File: config.mk
export PLATFORM = sky130hd
export DESIGN_NAME = bitmap_first_fit_block_allocator_top
export DESIGN_NICKNAME = d
export VERILOG_FILES = /design/src/rtl/bffa_pkg.sv /design/src/rtl/bffa_map.sv /design/src/rtl/bffa_ctrl.sv /design/src/rtl/bitmap_first_fit_block_allocator_top.sv
export SDC_FILE = /design/constraint.sdc
export NUM_CORES = 2
export LEC_CHECK = 0
export ABC_AREA = 1
export BUFFER_PORTS_ARGS = -buffer_cell sky130_fd_sc_hd__buf_4
export CORE_UTILIZATION = 45
export CTS_CLUSTER_SIZE = 16
export DETAILED_ROUTE_END_ITERATION = 8
export GPL_TIMING_DRIVEN = 1
export HOLD_SLACK_MARGIN = 0.15
export SYNTH_ARGS = -nofsm -noshare
export SYNTH_HDL_FRONTEND = slang
export SYNTH_SLANG_ARGS = --single-unit
File: constraint.sdc
create_clock -name i_clk -period 11.9 [get_ports i_clk]
set_clock_uncertainty 0.05 [all_clocks]
set_input_delay 1.19 -clock i_clk [delete_from_list [all_inputs] [get_ports i_clk]]
set_output_delay 1.19 -clock i_clk [all_outputs]
set_load 0.02 [all_outputs]
File: src/rtl/bffa_pkg.sv
// ----------------------------------------------------------------------------
// Block allocator package
// Types and constants shared by the allocator modules.
// ----------------------------------------------------------------------------
package bffa_pkg;
    localparam int MAP_BLOCKS_DEF = 4096;
    localparam int WORD_BITS      = 32;
    localparam int CNT_W          = 13;
    localparam int START_W        = 12;
    localparam logic [CNT_W-1:0] TOTAL_RESET = 13'd4096;
    localparam logic [CNT_W-1:0] COUNT_MAX   = 13'd8191;

    typedef enum logic [1:0] {
        CMD_ALLOC     = 2'd0,
        CMD_FREE      = 2'd1,
        CMD_MARK_FREE = 2'd2,
        CMD_MARK_USED = 2'd3
    } t_cmd;

    typedef enum logic [1:0] {
        ST_OK     = 2'd0,
        ST_NOSPC  = 2'd1,
        ST_BADREQ = 2'd2
    } t_status;

    typedef enum logic [3:0] {
        S_INIT,
        S_IDLE,
        S_CHECK,
        S_SCAN_RD,
        S_SCAN,
        S_PUT_RD,
        S_PUT,
        S_RES_RD,
        S_RES,
        S_DONE
    } t_state;
endpackage

File: src/rtl/bffa_map.sv
// ----------------------------------------------------------------------------
// Block allocator use map
// Word-wide memory of use bits, one read and one write port.
// ----------------------------------------------------------------------------
module bffa_map
    import bffa_pkg::*;
#(
    parameter int WORDS = 128,
    parameter int AW    = 7
) (
    input  logic                 i_clk,
    input  logic                 i_we,
    input  logic [AW-1:0]        i_waddr,
    input  logic [WORD_BITS-1:0] i_wdata,
    input  logic [AW-1:0]        i_raddr,
    output logic [WORD_BITS-1:0] o_rdata
);
    logic [WORD_BITS-1:0] r_mem [WORDS];
    logic [WORD_BITS-1:0] r_rdata;

    always_ff @(posedge i_clk) begin
        if (i_we) begin
            r_mem[i_waddr] <= i_wdata;
        end
        r_rdata <= r_mem[i_raddr];
    end

    assign o_rdata = r_rdata;
endmodule

File: src/rtl/bffa_ctrl.sv
// ----------------------------------------------------------------------------
// Block allocator sequencer
// Scans the map one bit per step and fills or marks it one word per step.
// ----------------------------------------------------------------------------
module bffa_ctrl
    import bffa_pkg::*;
#(
    parameter int MAP_BLOCKS = MAP_BLOCKS_DEF,
    parameter int AW         = 7,
    parameter int BW         = 22
) (
    input  logic                 i_clk,
    input  logic                 i_rst_n,
    input  logic                 i_cfg_we,
    input  logic [CNT_W-1:0]     i_cfg_data,
    input  logic                 i_in_valid,
    output logic                 o_in_stall,
    input  logic [1:0]           i_command,
    input  logic [START_W-1:0]   i_start_block,
    input  logic [CNT_W-1:0]     i_block_count,
    output logic                 o_out_valid,
    input  logic                 i_out_stall,
    output logic [1:0]           o_status,
    output logic [START_W-1:0]   o_alloc_start,
    output logic [CNT_W-1:0]     o_used_blocks,
    output logic                 o_we,
    output logic [AW-1:0]        o_waddr,
    output logic [WORD_BITS-1:0] o_wdata,
    output logic [AW-1:0]        o_raddr,
    input  logic [WORD_BITS-1:0] i_rdata
);
    localparam int WORDS = (MAP_BLOCKS + WORD_BITS - 1) / WORD_BITS;
    localparam int CW    = ((BW > CNT_W) ? BW : CNT_W) + 1;
    localparam logic [CW-1:0] MAPB = CW'(MAP_BLOCKS);

    t_state            r_state, n_state;
    logic [CNT_W-1:0]  r_total;
    logic [CW-1:0]     r_used, n_used;
    logic [1:0]        r_cmd;
    logic [CW-1:0]     r_start, n_start;
    logic [CW-1:0]     r_cnt;
    logic [CW-1:0]     r_b, n_b;
    logic [CW-1:0]     r_run, n_run;
    logic [CW-1:0]     r_end;
    logic [CW-1:0]     r_chg, n_chg;
    logic [1:0]        r_status, n_status;
    logic [START_W-1:0] r_found, n_found;
    logic              r_oval, n_oval;
    logic [AW-1:0]     r_fill, n_fill;
    logic [CW-1:0]     act_total, lim, free_n, tot_b;
    logic [WORD_BITS-1:0] n_word;
    logic [4:0]        bpos;

    assign act_total = (CW'(r_total) > MAPB) ? MAPB : CW'(r_total);
    assign free_n    = (r_used >= act_total) ? '0 : act_total - r_used;
    assign bpos      = r_b[4:0];
    assign tot_b     = r_start + r_cnt;

    // Scans one bit per step; fills and marks one map word per step.
    always_comb begin
        n_state  = r_state;
        n_used   = r_used;
        n_start  = r_start;
        n_b      = r_b;
        n_run    = r_run;
        n_chg    = r_chg;
        n_status = r_status;
        n_found  = r_found;
        n_oval   = r_oval;
        n_fill   = r_fill;
        n_word   = i_rdata;
        lim      = '0;
        o_we     = 1'b0;
        o_waddr  = r_b[AW+4:5];
        o_wdata  = i_rdata;
        o_raddr  = r_b[AW+4:5];
        if (r_oval && !i_out_stall) begin
            n_oval = 1'b0;
        end
        case (r_state)
            S_INIT: begin
                // fill every map word with ones, one word a cycle
                o_we    = 1'b1;
                o_waddr = r_fill;
                o_wdata = '1;
                n_fill  = r_fill + 1'b1;
                if (r_fill == AW'(WORDS - 1)) begin
                    n_state = S_IDLE;
                end
            end
            S_IDLE: begin
                if (i_in_valid && !r_oval) begin
                    n_state  = S_CHECK;
                    n_start  = CW'(i_start_block);
                    n_status = ST_OK;
                    n_found  = '0;
                end
            end
            S_CHECK: begin
                n_run = '0;
                n_chg = '0;
                if (r_cnt == '0) begin
                    n_status = ST_BADREQ;
                    n_state  = S_DONE;
                end else if (r_cmd == CMD_ALLOC) begin
                    if (r_cnt > free_n || act_total == '0) begin
                        n_status = ST_NOSPC;
                        n_state  = S_DONE;
                    end else begin
                        n_b     = '0;
                        n_state = S_SCAN_RD;
                    end
                end else if (tot_b > act_total) begin
                    n_status = ST_BADREQ;
                    n_state  = S_DONE;
                end else begin
                    n_b     = r_start;
                    n_state = S_PUT_RD;
                end
            end
            S_SCAN_RD: begin
                n_state = S_SCAN;
            end
            S_SCAN: begin
                lim   = i_rdata[bpos] ? '0 : r_run + 1'b1;
                n_run = lim;
                if (lim == r_cnt) begin
                    n_start = r_b + 1'b1 - r_cnt;
                    n_found = START_W'(r_b + 1'b1 - r_cnt);
                    n_b     = r_b + 1'b1 - r_cnt;
                    n_state = S_PUT_RD;
                end else if (r_b + 1'b1 >= act_total) begin
                    n_status = ST_NOSPC;
                    n_state  = S_DONE;
                end else begin
                    n_b = r_b + 1'b1;
                    if (bpos == 5'd31) begin
                        n_state = S_SCAN_RD;
                    end
                end
            end
            S_PUT_RD: begin
                n_state = S_PUT;
            end
            S_PUT: begin
                // set or clear bits of this word until range end or word end
                n_word = i_rdata;
                for (int k = 0; k < WORD_BITS; k++) begin
                    if ({r_b[CW-1:5], 5'(k)} >= r_b &&
                        {r_b[CW-1:5], 5'(k)} < r_end) begin
                        n_word[k] = (r_cmd == CMD_ALLOC || r_cmd == CMD_MARK_USED);
                    end
                end
                o_we    = 1'b1;
                o_wdata = n_word;
                n_chg   = r_chg + CW'($countones(n_word ^ i_rdata));
                if ({r_b[CW-1:5], 5'd0} + CW'(WORD_BITS) >= r_end) begin
                    if (r_cmd == CMD_ALLOC || r_cmd == CMD_MARK_USED) begin
                        lim = r_used + n_chg;
                        n_used = (lim > CW'(COUNT_MAX)) ? CW'(COUNT_MAX) : lim;
                    end else begin
                        n_used = (n_chg > r_used) ? '0 : r_used - n_chg;
                    end
                    if (r_cmd == CMD_MARK_FREE) begin
                        n_b     = '0;
                        n_state = S_RES_RD;
                    end else begin
                        n_state = S_DONE;
                    end
                end else begin
                    n_b     = {r_b[CW-1:5] + 1'b1, 5'd0};
                    n_state = S_PUT_RD;
                end
            end
            S_RES_RD: begin
                n_state = S_RES;
            end
            S_RES: begin
                o_we    = 1'b1;
                o_waddr = '0;
                o_wdata = i_rdata | WORD_BITS'(1);
                if (!i_rdata[0]) begin
                    n_used = (r_used + 1'b1 > CW'(COUNT_MAX)) ? CW'(COUNT_MAX)
                                                               : r_used + 1'b1;
                end
                n_state = S_DONE;
            end
            S_DONE: begin
                if (!r_oval || !i_out_stall) begin
                    n_oval  = 1'b1;
                    n_state = S_IDLE;
                end
            end
            default: n_state = S_IDLE;
        endcase
    end

    always_ff @(posedge i_clk) begin
        if (!i_rst_n) begin
            r_state <= S_INIT;
            r_fill  <= '0;
            r_total <= TOTAL_RESET;
            r_used  <= (CW'(TOTAL_RESET) > MAPB) ? MAPB : CW'(TOTAL_RESET);
            r_oval  <= 1'b0;
        end else begin
            r_state <= n_state;
            r_fill  <= n_fill;
            r_used  <= n_used;
            r_oval  <= n_oval;
            if (i_cfg_we) begin
                r_total <= i_cfg_data;
            end
        end
    end

    always_ff @(posedge i_clk) begin
        if (r_state == S_IDLE && i_in_valid && !r_oval) begin
            r_cmd <= i_command;
            r_cnt <= CW'(i_block_count);
        end
        r_start  <= n_start;
        r_b      <= n_b;
        r_run    <= n_run;
        r_chg    <= n_chg;
        r_status <= n_status;
        r_found  <= n_found;
        r_end    <= n_start + r_cnt;
    end

    assign o_in_stall    = (r_state != S_IDLE) || r_oval;
    assign o_out_valid   = r_oval;
    assign o_status      = r_status;
    assign o_alloc_start = r_found;
    assign o_used_blocks = r_used[CNT_W-1:0];
endmodule

File: src/rtl/bitmap_first_fit_block_allocator_top.sv
// ----------------------------------------------------------------------------
// Bitmap first-fit block allocator
// Use map of one bit per block with a first-fit search for free runs.
// ----------------------------------------------------------------------------
// A request beat carries a command, a start block and a count; one result beat
// answers it. The map sits in a 32-bit-wide memory with a registered read.
// After reset a fill pass writes ones to every map word, one word per cycle,
// and the input stalls until it ends. A zero count, an out-of-bounds range or
// an alloc that the used count already rules out is answered from the check
// state; a range command reads and writes each map word it touches (mark-free
// then also sets the block 0 reservation). Alloc scans one block per cycle
// from block 0, with a read state before each map word, and answers with the
// first free run of the requested length, or with no space once it passes the
// last active block. The input stalls from acceptance until the cycle after
// the result beat is taken.
module bitmap_first_fit_block_allocator_top
    import bffa_pkg::*;
#(
    parameter int MAP_BLOCKS = MAP_BLOCKS_DEF
) (
    input  logic               i_clk,
    input  logic               i_rst_n,
    input  logic               i_cfg_we,
    input  logic [CNT_W-1:0]   i_cfg_data,
    input  logic               i_in_valid,
    output logic               o_in_stall,
    input  logic [1:0]         i_command,
    input  logic [START_W-1:0] i_start_block,
    input  logic [CNT_W-1:0]   i_block_count,
    output logic               o_out_valid,
    input  logic               i_out_stall,
    output logic [1:0]         o_status,
    output logic [START_W-1:0] o_alloc_start,
    output logic [CNT_W-1:0]   o_used_blocks
);
    localparam int WORDS = (MAP_BLOCKS + WORD_BITS - 1) / WORD_BITS;
    localparam int AW    = (WORDS > 1) ? $clog2(WORDS) : 1;
    localparam int BW    = AW + 5;

    logic                 w_we;
    logic [AW-1:0]        w_waddr, w_raddr;
    logic [WORD_BITS-1:0] w_wdata, w_rdata;

    bffa_map #(.WORDS(WORDS), .AW(AW)) u_map (
        .i_clk  (i_clk),
        .i_we   (w_we),
        .i_waddr(w_waddr),
        .i_wdata(w_wdata),
        .i_raddr(w_raddr),
        .o_rdata(w_rdata)
    );

    bffa_ctrl #(.MAP_BLOCKS(MAP_BLOCKS), .AW(AW), .BW(BW)) u_ctrl (
        .i_clk        (i_clk),
        .i_rst_n      (i_rst_n),
        .i_cfg_we     (i_cfg_we),
        .i_cfg_data   (i_cfg_data),
        .i_in_valid   (i_in_valid),
        .o_in_stall   (o_in_stall),
        .i_command    (i_command),
        .i_start_block(i_start_block),
        .i_block_count(i_block_count),
        .o_out_valid  (o_out_valid),
        .i_out_stall  (i_out_stall),
        .o_status     (o_status),
        .o_alloc_start(o_alloc_start),
        .o_used_blocks(o_used_blocks),
        .o_we         (w_we),
        .o_waddr      (w_waddr),
        .o_wdata      (w_wdata),
        .o_raddr      (w_raddr),
        .i_rdata      (w_rdata)
    );
endmodule

==> flow_summary_export.csv <==
group,metric,value,unit
worst_setup_path,r2r_end,"u_ctrl.r_used[1]",
timing,fin_setup_tns,0,ps
global_routing,track_usage,27.1,%
worst_setup_path,reg2reg_setup_slack,1420,ps
synthesis,avgSynthCellArea,12.6,sq um
pwr,p_int,30.3,mW
synthesis,seq_area_frac_synth,72.4,%
synthesis,ys_warn_count,0,
route,wl,546000,microns
pwr,p_leak,62.2,nW
clock_tree,cts_resized,0,
timing,postLayoutSetupSlackWorst,1420,ps
floorplan,die_area,393000,sq um
route,vias_per_cell,6.08,
pwr,ir_worst_vdd,835,uV
worst_setup_path,startpoint_type,"register",
worst_setup_path,timing.rr.start,"u_ctrl.r_b[13]",
status,violations,"design-rule violations",
floorplan,rows,229,
worst_setup_path,cpMaxStageDelayCell,"fa_1",
floorplan,io_pins,74,
synthesis,synth-seq-cells,4266,
cells_and_area,drive_gt1_share,8.69,%
placement,dp_hpwl,301000,microns
pwr,seqPwrFrac,41.0,%
floorplan,die_w,627,microns
clock_tree,cts_max_path_buffers,4,
timing,finalCritPeriodShare,88.1,%
synthesis,yosysUniqueCellTypes,59,
clock_tree,cts_sinks,4266,
global_routing,gr-total-overflow,0,
worst_setup_path,crit_path_max_fanout,12,
cells_and_area,nets,14100,
clock_tree,numCtsBuffers,437,
worst_setup_path,max_stage_delay,550,ps
pwr,power_switching_share,34.0,%
min_path,whs_path_depth,1,
global_routing,grt_pass1_vias,110000,
timing,fmax,95.4,MHz
cells_and_area,synthToLayoutAreaGrowth,12.1,%
timing,max_slew_margin,8.67,%
placement,port_buffers,73,
global_routing,antenna_found_initial,26,
route,routedWlPerCell,28.1,microns
min_path,hold_class,"primary input to register",
timing,rsz0062_at_grt,"false",
synthesis,synth_fp_nets,14200,
worst_setup_path,crit_type,"register to register",
clock_tree,h-tree-depth,5,
pwr,netSwitchingPower,15.6,mW
synthesis,synthAdderAreaFrac,1.71,%
timing,fin_crit,10480,ps
timing,maxSlewViolCount,0,
timing,fin_hold_ws,311,ps
synthesis,synthXorXnorAreaFrac,0.543,%
worst_setup_path,reg2regPathDepth,48,
route,drt_first_pass_iters,9,
synthesis,synth_compound_area_share,14.0,%
floorplan,coreArea,389000,sq um
clock_tree,cts-hold-fix-buffers,0,
floorplan,start_util,45.2,%
placement,dp_slack,1480,ps
route,vias,118000,
global_routing,grt_pass1_wl,781000,microns
timing,setup_viol_count_final,0,
pwr,clkPwrFrac,29.1,%
placement,dp.cells,18600,
pwr,p_per_area,233,nW/um^2
cells_and_area,instances_no_fill,19400,
synthesis,synth_top_family_by_area,"compound AO/OA/AOI/OAI gates",
global_routing,grt_max_degree,209,
timing,worstMarginPinSlew,1360,ps
clock_tree,cts_tree,"built",
synthesis,muxShareOfSynthArea,0.00570,%
route,drc,30,
synthesis,synth_edf_count,4167,
flow_run,drv_cap,0,
clock_tree,clk_latency,1010,ps
worst_setup_path,arrival,11260,ps
min_path,worstHoldEndpoint,"u_ctrl.r_cnt[11]",
worst_setup_path,critPathCaptureType,"register",
synthesis,ys_async_sr_fraction,0,%
synthesis,yosys.area_share.simple,8.33,%
worst_setup_path,critPathRequiredTime,12680,ps
route,ant_nets,0,
status,status,"complete, but fails checks",
timing,hold_viol_final,0,
synthesis,syn-instance-count,13900,
clock_tree,clkTransAtPathRegs,60,ps
clock_tree,post-cts-setup-buffers,0,
synthesis,ys.flop_type,"edfxtp_1",
floorplan,fp.dieH,627,microns
synthesis,syn_area,176000,sq um
placement,place_congestion,0.902,
clock_tree,cts-root-buf,"clkbuf_16",
pwr,comb_power_share,30.0,%
min_path,min_from,"i_block_count[11]",
route,drt_iter0_drc,15000,
critical path, delay by kind of cell (launching register included):
family,cells,cell delay (ps)
compound gates,7,1170
xor+xnor,3,670
fa+ha+maj,9,3980
buf+inv,10,1440
flops,1,430
simple gates,19,2530
state kept, by name (all words and copies together), names as in the netlist, 14 cells and up:
| signal | count |
|---|---|
| u_map.o_rdata | 32 |
| u_ctrl.r_chg | 14 |
| u_ctrl.r_run | 14 |
| u_ctrl.r_end | 14 |
| u_ctrl.r_used | 14 |
| u_map.r_mem | 4096 |
| u_ctrl.r_start | 14 |
| u_ctrl.r_b | 14 |
per-layer routing:
metal / global-route usage (%) / wire length, microns
met1: 37.7 / 222000
met3: 4.68 / 50600
met4: 10.4 / 22700
met5: 0 / 72
met2: 42.6 / 250000
cells in the final DEF (no fill, tap or decap), types with 7 or more instances in the layout:
cell	netlist	layout
clkinvlp_4	0	10
inv_1	393	389
clkbuf_1	804	96
fa_1	35	35
bufinv_16	0	29
a31oi_1	15	14
or2_2	16	16
o32ai_1	15	15
edfxtp_1	4167	4167
nand2_4	0	18
o221ai_1	434	432
a211oi_1	31	31
clkinv_16	0	7
nor2_4	0	127
clkinv_1	6	130
a2111oi_0	16	12
buf_4	16	397
diode_2	0	11
nand2_1	594	569
nor4_1	17	17
nor3_1	45	41
dfxtp_1	99	99
o211ai_1	150	150
a221oi_1	18	18
o22ai_1	696	696
clkinv_2	0	83
nor2_1	2700	2572
a21boi_0	11	11
clkbuf_16	0	447
buf_12	0	26
xor2_1	91	91
ha_1	184	184
nand2_2	5	12
o21ai_0	2506	2503
a21oi_1	290	289
o21ai_1	23	24
nand3_1	272	270
o31ai_1	10	10
nand4_1	37	37
xnor2_1	18	18
per-stage QoR:
step / instance area [sq um] / power, mW / util [%]
2_1_floorplan: 176000 / 29.5 / -
3_3_place_gp: 183000 / 32.9 / 47.1
3_5_place_dp: 183000 / 32.9 / 47.1
4_1_cts: 197000 / 46.1 / 50.6
5_1_grt: 197000 / 48.0 / 50.6
6_report: 197000 / 46.0 / 50.6
power groups by stage:
stage	sequential (mW)	clock (mW)	combinational (mW)
floorplan	19.4	0	10.1
global placement	19.1	0	13.8
detailed placement	19.1	0	13.7
CTS	18.8	13.5	13.8
global route	18.8	14.0	15.1
finish	18.8	13.4	13.8
kinds of logic after synthesis:
group                    count (synthesis)
multiplexers                             1
XOR/XNOR                               109
AO/OA/AOI/OAI                         4246
AND/OR/NAND/NOR                       3710
adder cells (fa/ha/maj)                219
buffers and inverters                 1376
flip-flops                            4266
worst max path at each step:
stage,from,slack (ps),to
finish,u_ctrl.r_b[13],1420,u_ctrl.r_used[1]
global route,u_ctrl.r_b[13],450,u_ctrl.r_used[12]
CTS,u_ctrl.r_b[8],1440,u_ctrl.r_used[1]
detailed placement,u_ctrl.r_b[8],1480,u_ctrl.r_used[1]
global placement,u_ctrl.r_b[13],1420,u_ctrl.r_used[1]
floorplan,u_ctrl.r_b[5],2450,u_ctrl.r_used[1]
layout make-up:
cell class,instances,area (sq um)
well taps,5197,6500
inverters,405,1560
clock buffers,549,11600
multi-input cells,8285,44400
diodes,11,27.5
repair buffers,424,3510
fillers,33300,192000
clock inverters,265,2200
flip-flops and latches,4266,127000
synth_stat cells, drive strengths merged (31+ instances only):
cell type,instances,share of area (%)
a211oi,31,0.13
a21oi,290,0.83
ha,184,1.3
dfxtp,99,1.1
o21ai,2529,7.2
nor2,2705,5.8
edfxtp,4167,71
nor3,47,0.14
xor2,91,0.45
fa,35,0.40
clkbuf,804,1.7
buf,167,0.49
o211ai,150,0.64
o22ai,696,2.5
o221ai,434,2.2
inv,399,0.85
nand2,599,1.3
nand3,276,0.80
nand4,38,0.14
(Power assumes the default switching activity.)
